`src/qpd_pkg.sv`:
```
`timescale 1ns / 1ps
// Quoted-printable decoder package: queue entry type, byte constants, hex decode.
// No dependencies.
package qpd_pkg;

	localparam int unsigned DEPTH = 4;
	localparam int unsigned PTR_W = $clog2(DEPTH);
	localparam int unsigned CNT_W = $clog2(DEPTH + 1);

	localparam logic [7:0] CH_EQ = 8'h3D;
	localparam logic [7:0] CH_CR = 8'h0D;
	localparam logic [7:0] CH_LF = 8'h0A;

	typedef struct packed {
		logic       two;
		logic [7:0] b0;
		logic       v0;
		logic [7:0] b1;
		logic       last;
	} entry_t;

	typedef struct packed {
		logic full;
		logic empty;
	} fifo_stat_t;

	typedef struct packed {
		logic valid;
		logic [3:0] nib;
	} hex_t;

	function automatic hex_t hex_decode(input logic [7:0] c);
		hex_t r;
		r = '0;
		if (c >= 8'h30 && c <= 8'h39) begin
			r.valid = 1'b1;
			r.nib   = 4'(c - 8'h30);
		end else if (c >= 8'h41 && c <= 8'h46) begin
			r.valid = 1'b1;
			r.nib   = 4'(c - 8'h37);
		end
		return r;
	endfunction

endpackage

```
`src/qpd_front.sv`:
```
`timescale 1ns / 1ps
// Front end: accepts encoded bytes, tracks escape state, builds queue entries.
// Depends on qpd_pkg.
module qpd_front (
	input  logic              clk,
	input  logic              arst_n,
	input  logic              s_tvalid,
	output logic              s_tready,
	input  logic [7:0]        s_tdata,
	input  logic              s_tlast,
	input  qpd_pkg::fifo_stat_t fifo_stat,
	output logic              push,
	output qpd_pkg::entry_t   push_entry
);

	typedef enum logic [1:0] {
		PH_IDLE,
		PH_EQ,
		PH_HELD
	} phase_t;

	phase_t       phase_q, nphase;
	logic [7:0]   held_q, nheld;
	logic [1:0]   cnt;
	logic [7:0]   e0, e1;
	qpd_pkg::hex_t hv_h, hv_b;
	logic         accept;

	assign hv_h = qpd_pkg::hex_decode(held_q);
	assign hv_b = qpd_pkg::hex_decode(s_tdata);

	always_comb begin
		cnt    = 2'd0;
		e0     = '0;
		e1     = '0;
		nphase = phase_q;
		nheld  = held_q;
		unique case (phase_q)
			PH_EQ: begin
				nheld  = s_tdata;
				nphase = PH_HELD;
			end
			PH_HELD: begin
				nheld  = '0;
				nphase = PH_IDLE;
				priority if (hv_h.valid && hv_b.valid) begin
					cnt = 2'd1;
					e0  = {hv_h.nib, hv_b.nib};
				end else if (held_q == qpd_pkg::CH_CR && s_tdata == qpd_pkg::CH_LF) begin
					cnt = 2'd0;
				end else if (held_q == qpd_pkg::CH_EQ) begin
					nphase = PH_HELD;
					nheld  = s_tdata;
				end else begin
					cnt = 2'd1;
					e0  = held_q;
					if (s_tdata == qpd_pkg::CH_EQ) begin
						nphase = PH_EQ;
					end else begin
						cnt = 2'd2;
						e1  = s_tdata;
					end
				end
			end
			default: begin
				nphase = PH_IDLE;
				if (s_tdata == qpd_pkg::CH_EQ) begin
					nphase = PH_EQ;
				end else begin
					cnt = 2'd1;
					e0  = s_tdata;
				end
			end
		endcase
	end

	assign s_tready = !fifo_stat.full;
	assign accept   = s_tvalid && s_tready;
	assign push     = accept && ((cnt != 2'd0) || s_tlast);

	assign push_entry.two  = (cnt == 2'd2);
	assign push_entry.b0   = e0;
	assign push_entry.v0   = (cnt != 2'd0);
	assign push_entry.b1   = e1;
	assign push_entry.last = s_tlast;

	always_ff @(posedge clk or negedge arst_n) begin
		if (!arst_n) begin
			phase_q <= PH_IDLE;
			held_q  <= '0;
		end else if (accept) begin
			if (s_tlast) begin
				phase_q <= PH_IDLE;
				held_q  <= '0;
			end else begin
				phase_q <= nphase;
				held_q  <= nheld;
			end
		end
	end

endmodule

```
`src/qpd_fifo.sv`:
```
`timescale 1ns / 1ps
// Short entry queue between front and back ends.
// Depends on qpd_pkg.
module qpd_fifo (
	input  logic                clk,
	input  logic                arst_n,
	input  logic                push,
	input  qpd_pkg::entry_t     push_entry,
	input  logic                pop,
	output qpd_pkg::entry_t     head,
	output qpd_pkg::fifo_stat_t stat
);

	qpd_pkg::entry_t                 mem_q [qpd_pkg::DEPTH];
	logic [qpd_pkg::PTR_W-1:0]       wr_ptr_q, rd_ptr_q;
	logic [qpd_pkg::CNT_W-1:0]       count_q;

	assign head       = mem_q[rd_ptr_q];
	assign stat.full  = (count_q == qpd_pkg::CNT_W'(qpd_pkg::DEPTH));
	assign stat.empty = (count_q == '0);

	always_ff @(posedge clk) begin
		if (push) begin
			mem_q[wr_ptr_q] <= push_entry;
		end
	end

	always_ff @(posedge clk or negedge arst_n) begin
		if (!arst_n) begin
			wr_ptr_q <= '0;
			rd_ptr_q <= '0;
			count_q  <= '0;
		end else begin
			if (push) begin
				wr_ptr_q <= wr_ptr_q + 1'b1;
			end
			if (pop) begin
				rd_ptr_q <= rd_ptr_q + 1'b1;
			end
			unique case ({push, pop})
				2'b10:   count_q <= count_q + 1'b1;
				2'b01:   count_q <= count_q - 1'b1;
				default: count_q <= count_q;
			endcase
		end
	end

endmodule

```
`src/qpd_back.sv`:
```
`timescale 1ns / 1ps
// Back end: splits queue entries into single results behind an output register.
// Depends on qpd_pkg.
module qpd_back (
	input  logic                clk,
	input  logic                arst_n,
	input  qpd_pkg::entry_t     head,
	input  qpd_pkg::fifo_stat_t fifo_stat,
	output logic                pop,
	output logic                half,
	output logic                m_tvalid,
	input  logic                m_tready,
	output logic [7:0]          m_tdata,
	output logic                m_tuser,
	output logic                m_tlast
);

	logic       load;
	logic       half_q;
	logic       valid_q;
	logic [7:0] byte_q;
	logic       user_q;
	logic       last_q;

	assign load = !valid_q || m_tready;
	assign pop  = load && !fifo_stat.empty && (half_q || !head.two);
	assign half = half_q;

	assign m_tvalid = valid_q;
	assign m_tdata  = byte_q;
	assign m_tuser  = user_q;
	assign m_tlast  = last_q;

	always_ff @(posedge clk or negedge arst_n) begin
		if (!arst_n) begin
			valid_q <= 1'b0;
			half_q  <= 1'b0;
		end else if (load) begin
			valid_q <= !fifo_stat.empty;
			if (!fifo_stat.empty) begin
				half_q <= !half_q && head.two;
			end
		end
	end

	always_ff @(posedge clk) begin
		if (load && !fifo_stat.empty) begin
			if (half_q) begin
				byte_q <= head.b1;
				user_q <= 1'b1;
				last_q <= head.last;
			end else begin
				byte_q <= head.b0;
				user_q <= head.v0;
				last_q <= head.last && !head.two;
			end
		end
	end

endmodule

```
`src/quoted_printable_decoder_top.sv`:
```
`timescale 1ns / 1ps
// Quoted-printable decoder top level: front end, entry queue, back end.
// Depends on qpd_pkg, qpd_front, qpd_fifo, qpd_back.
//
// Channel  Dir  Signals                     Payload
// s_*      in   tvalid tready tdata tlast   tdata[7:0] data_byte, tlast is_last
// m_*      out  tvalid tready tdata tuser   tdata[7:0] out_byte, tuser byte_valid,
//                tlast                       tlast end_of_message
//
// One encoded byte per cycle while the queue is not full; a result is written into the
// entry queue when its byte is accepted and then loaded into the output register.
// An escape giving two bytes keeps its queue entry until both are sent; the 4-entry queue
// absorbs this, so input stalls only when the queue fills.
// Reset clears escape state, queue pointers and output valid; no clearing pass.
module quoted_printable_decoder_top (
	input  logic       clk,
	input  logic       arst_n,
	input  logic       s_tvalid,
	output logic       s_tready,
	input  logic [7:0] s_tdata,   // [7:0] data_byte
	input  logic       s_tlast,
	output logic       m_tvalid,
	input  logic       m_tready,
	output logic [7:0] m_tdata,   // [7:0] out_byte
	output logic       m_tuser,   // [0] byte_valid
	output logic       m_tlast
);

	logic                push, pop, half;
	qpd_pkg::entry_t     push_entry, head;
	qpd_pkg::fifo_stat_t fifo_stat;

	qpd_front u_front (
		.clk        (clk),
		.arst_n     (arst_n),
		.s_tvalid   (s_tvalid),
		.s_tready   (s_tready),
		.s_tdata    (s_tdata),
		.s_tlast    (s_tlast),
		.fifo_stat  (fifo_stat),
		.push       (push),
		.push_entry (push_entry)
	);

	qpd_fifo u_fifo (
		.clk        (clk),
		.arst_n     (arst_n),
		.push       (push),
		.push_entry (push_entry),
		.pop        (pop),
		.head       (head),
		.stat       (fifo_stat)
	);

	qpd_back u_back (
		.clk       (clk),
		.arst_n    (arst_n),
		.head      (head),
		.fifo_stat (fifo_stat),
		.pop       (pop),
		.half      (half),
		.m_tvalid  (m_tvalid),
		.m_tready  (m_tready),
		.m_tdata   (m_tdata),
		.m_tuser   (m_tuser),
		.m_tlast   (m_tlast)
	);

`ifndef SYNTHESIS
	a_no_push_full: assert property (@(posedge clk) disable iff (!arst_n)
		!(push && fifo_stat.full))
		else $error("push into full queue");

	a_no_pop_empty: assert property (@(posedge clk) disable iff (!arst_n)
		pop |-> !fifo_stat.empty)
		else $error("pop from empty queue");

	a_half_has_entry: assert property (@(posedge clk) disable iff (!arst_n)
		half |-> !fifo_stat.empty)
		else $error("second byte pending with empty queue");

	a_half_not_last: assert property (@(posedge clk) disable iff (!arst_n)
		(half && m_tvalid) |-> !m_tlast)
		else $error("end of message before second byte");
`endif

endmodule
```
`config.mk`:
```
export PLATFORM = sky130hd
export DESIGN_NAME = quoted_printable_decoder_top
export DESIGN_NICKNAME = d
export VERILOG_FILES = /design/src/qpd_pkg.sv /design/src/qpd_front.sv /design/src/qpd_fifo.sv /design/src/qpd_back.sv /design/src/quoted_printable_decoder_top.sv
export SDC_FILE = /design/constraint.sdc
export NUM_CORES = 1
export LEC_CHECK = 0
export ABC_AREA = 1
export BUFFER_PORTS_ARGS = -buffer_cell sky130_fd_sc_hd__buf_2
export CORE_ASPECT_RATIO = 0.9
export CORE_MARGIN = 3
export CORE_UTILIZATION = 52
export CTS_CLUSTER_SIZE = 24
export DETAILED_ROUTE_END_ITERATION = 8
export PLACE_DENSITY_LB_ADDON = 0.08
export SLEW_MARGIN = 15
export SYNTH_ARGS = -nofsm -noshare
export SYNTH_HDL_FRONTEND = slang
export SYNTH_HIERARCHICAL = 1
export SYNTH_SLANG_ARGS = --single-unit
```
`constraint.sdc`:
```
create_clock -name clk -period 3.6 [get_ports clk]
set_input_delay 0.54 -clock clk [delete_from_list [all_inputs] [get_ports clk]]
set_output_delay 0.54 -clock clk [all_outputs]
set_load 0.02 [all_outputs]
```
==> flow_metrics.env <==
export IMPL_status="completed"
export IMPL_seq_power_share=0.433
export IMPL_synthMuxAreaShare=0
export IMPL_synthSimpleGateAreaFrac=0.158
export IMPL_worst_pin_slew_ns=0.824
export IMPL_hp_class="in2async"
export IMPL_die_w_um=112
export IMPL_die_area_mm2=0.0114
export IMPL_ir_worst_vdd_v=0.000556
export IMPL_final_nets=561
export IMPL_ys_ff_latch=105
export IMPL_vias=3486
export IMPL_finalCriticalPeriod_ns=2.88
export IMPL_clkLatencyLatePin_ns=0.35
export IMPL_synth_area_leaders="edfxtp_1 (49%), dfrtp_1 (9.0%), nand2_1 (9.0%)"
export IMPL_finalSetupViolations=0
export IMPL_post_route_period_util=0.800
export IMPL_grt_pass1_vias=3230
export IMPL_synth_compound_area_frac=0.118
export IMPL_grt_max_degree=54
export IMPL_p_int_mw=2.76
export IMPL_layout_cells_non_filler=662
export IMPL_drv_slew=0
export IMPL_areaGrowthSynthToFinish_pct=9.74
export IMPL_clockBufferDepth=2
export IMPL_hold_violations=0
export IMPL_htreeDepth=3
export IMPL_max_freq_mhz=347
export IMPL_crit_arrival_ns=3.15
export IMPL_cp_max_fo=13
export IMPL_yosysTopAreaCellShare=0.489
export IMPL_start_util=0.540
export IMPL_port_buffers=24
export IMPL_avgViaCountPerCell=5.27
export IMPL_synth_area_mm2=0.00528
export IMPL_crit_type="reg2reg"
export IMPL_dp_cells=646
export IMPL_dp_hpwl_mm=7.69
export IMPL_fin_skew_ns=0.00797
export IMPL_yosysWarnings=6
export IMPL_ant_nets=0
export IMPL_crit_required_ns=3.87
export IMPL_wl_mm=11.0
export IMPL_synth_yosys_seq_area_share=0.579
export IMPL_clk_pin_slew_ns=0.07
export IMPL_cap_violations=0
export IMPL_syn_nets=535
export IMPL_first_pass_iters=4
export IMPL_async_flop_share=0.181
export IMPL_yosys_area_top_type="edfxtp_1"
export IMPL_diodes=0
export IMPL_p_comb_frac=0.323
export IMPL_std_cell_rows=34
export IMPL_synth_cell_types=34
export IMPL_gr_total_overflow=0
export IMPL_die_h_um=102
export IMPL_grt_pass1_wl_mm=17.5
export IMPL_cts_resized_gates=0
export IMPL_synthAdderAreaFrac=0.0417
export IMPL_cts_made_buffers=9
export IMPL_grt_use_total=0.203
export IMPL_cts_setup_buffers=0
export IMPL_ios=25
export IMPL_p_sw_frac=0.366
export IMPL_yosysMostFrequentCell="nand2_1"
export IMPL_synthTopCellsByCount="nand2_1 (126), inv_1 (87), edfxtp_1 (86), nor2_1 (28), o211ai_1 (23)"
export IMPL_synth_ff_type="edfxtp_1"
export IMPL_syn_avg_cell_area_um2=10.5
export IMPL_ctsHoldBuffers=0
export IMPL_synth_edf_count=86
export IMPL_synth_top_family_by_area="simple AND/OR/NAND/NOR gates"
export IMPL_root_buffer="clkbuf_16"
export IMPL_power_density_mw_per_mm2=750
export IMPL_switching_power_mw=1.59
export IMPL_gp_congestion=0.891
export IMPL_grt_setup_unrepaired="no"
export IMPL_tns_ns=0
export IMPL_wl_per_cell_um=16.7
export IMPL_start_kind="register"
export IMPL_drtIter0Drc=244
export IMPL_cts_tree="done"
export IMPL_drive_above_1_share=0.160
export IMPL_synth_xor_area_share=0.00995
export IMPL_synthCells=505
export IMPL_cts_sinks=105
export IMPL_endpoint_kind="register"
export IMPL_maxSlewHeadroom=0.451
export IMPL_antenna_found_initial=0
export IMPL_p_leak_nw=2.51
export IMPL_route_detailed_drc=0
export IMPL_power_frac_clock=0.244
export IMPL_core_area_mm2=0.00978
[flip-flops by register name, summed over array words and instances (netlist names)]
| register | count |
|---|---|
| u_fifo/mem_q | 76 |
| u_back/m_tdata | 8 |
| u_front/held_q | 8 |
| u_fifo/count_q | 3 |
| u_fifo/rd_ptr_q | 2 |
| u_fifo/wr_ptr_q | 2 |
| u_front/phase_q | 2 |
| u_back/half | 1 |
| u_back/m_tlast | 1 |
| u_back/m_tuser | 1 |
| u_back/m_tvalid | 1 |
[metal layers]
layer  global-route usage  wire, µm  up-vias
met5                    0         0        -
met4               0.0665       200        0
met3               0.0454       429       21
met2                0.320      5090       72
met1                0.284      5320     1669
li1                     -         -     1724
[power groups by stage]
stage                     combinational, mW  clock [mW]  sequential [mW]
after global routing                   1.58        1.14             1.92
after floorplan                        1.14           0             1.87
after CTS                              1.42        1.09             1.89
after detailed placement               1.42           0             1.91
final                                  1.41        1.06             1.88
after global placement                 1.38           0             1.90
[logic make-up (layout without fill, tap and decap cells)]
family / count (synthesis) / count (layout)
adder cells (fa/ha/maj): 17 / 17
AO/OA/AOI/OAI: 77 / 77
AND/OR/NAND/NOR: 192 / 192
XOR/XNOR: 6 / 6
buffers and inverters: 108 / 139
flip-flops: 105 / 105
[critical path, stage by stage (launching register included)]
cell and delay (ns):
dfrtp_1 0.42, inv_1 0.15, ha_1 0.24, o21ai_1 0.13, nand2_1 0.09, nand2_4 0.10
nand2_4 0.07, nand2_4 0.12, nand3_1 0.12, nand3_1 0.18, nor2_1 0.06, nor2_1 0.16
inv_1 0.07, ha_1 0.21, inv_1 0.09, fa_1 0.42, o21ai_0 0.16
[path summary, 6_finish.rpt]
| kind | startpoint | slack (ns) | endpoint | depth (start not counted) |
|---|---|---|---|---|
| hold / removal | arst_n | 0.13 | u_front/held_q[3]$_DFFE_PN0P_ | 1 |
| min in group clk | m_tready | 0.49 | u_back/m_tvalid$_DFFE_PN0N_ | 4 |
| hold reg to reg | u_fifo/count_q[2]$_DFFE_PN0P_ | 0.53 | u_fifo/count_q[2]$_DFFE_PN0P_ | 2 |
| setup reg to reg | u_front/held_q[0]$_DFFE_PN0P_ | 0.72 | u_fifo/count_q[1]$_DFFE_PN0P_ | 16 |
| max in group asynchronous | arst_n | 3.14 | u_fifo/rd_ptr_q[0]$_DFFE_PN0P_ | 1 |
| setup / recovery | u_front/held_q[0]$_DFFE_PN0P_ | 0.72 | u_fifo/count_q[1]$_DFFE_PN0P_ | 16 |
[through the flow]
step | util | worst slack, ns | total power [mW] | hold WS (ns) | area [µm²]
after global placement | 0.559 | 0.605 | 3.28 | 0.494 | 5470
after CTS | 0.592 | 0.729 | 4.39 | 0.136 | 5790
final | 0.592 | 0.719 | 4.35 | 0.130 | 5790
after global routing | 0.592 | 0.408 | 4.64 | 0.160 | 5790
after detailed placement | 0.559 | 0.468 | 3.33 | 0.504 | 5470
after floorplan | - | 0.796 | 3.01 | 0.244 | 5280
[cell usage in the layout, fill, tap and decap left out, types with 2 or more instances in the layout]
cell type and instances:
xor2_1 5, o21ai_0 16, nand3_1 18, o32ai_1 8, nand2_1 126, edfxtp_1 86
bufinv_16 2, nor2_2 2, o21ai_1 8, nand2_2 3, buf_2 24, dfrtp_1 18
o211ai_1 23, nor2_4 2, ha_1 16, nand2_4 4, inv_1 87, clkbuf_16 9
buf_4 8, nand4_1 2, clkinvlp_4 3, o211ai_2 19, nor3_1 3, inv_2 4
nor2_1 28
[area by class of cell]
| type | instances | area (µm²) |
|---|---|---|
| Fill cell | 851 | 3990 |
| Sequential cell | 105 | 3060 |
| Multi-Input combinational cell | 292 | 1730 |
| Inverter | 91 | 342 |
| Clock buffer | 9 | 225 |
| Timing Repair Buffer | 32 | 180 |
| Tap cell | 126 | 158 |
| Clock inverter | 7 | 103 |
No activity file was read; power rests on OpenSTA's default activity.
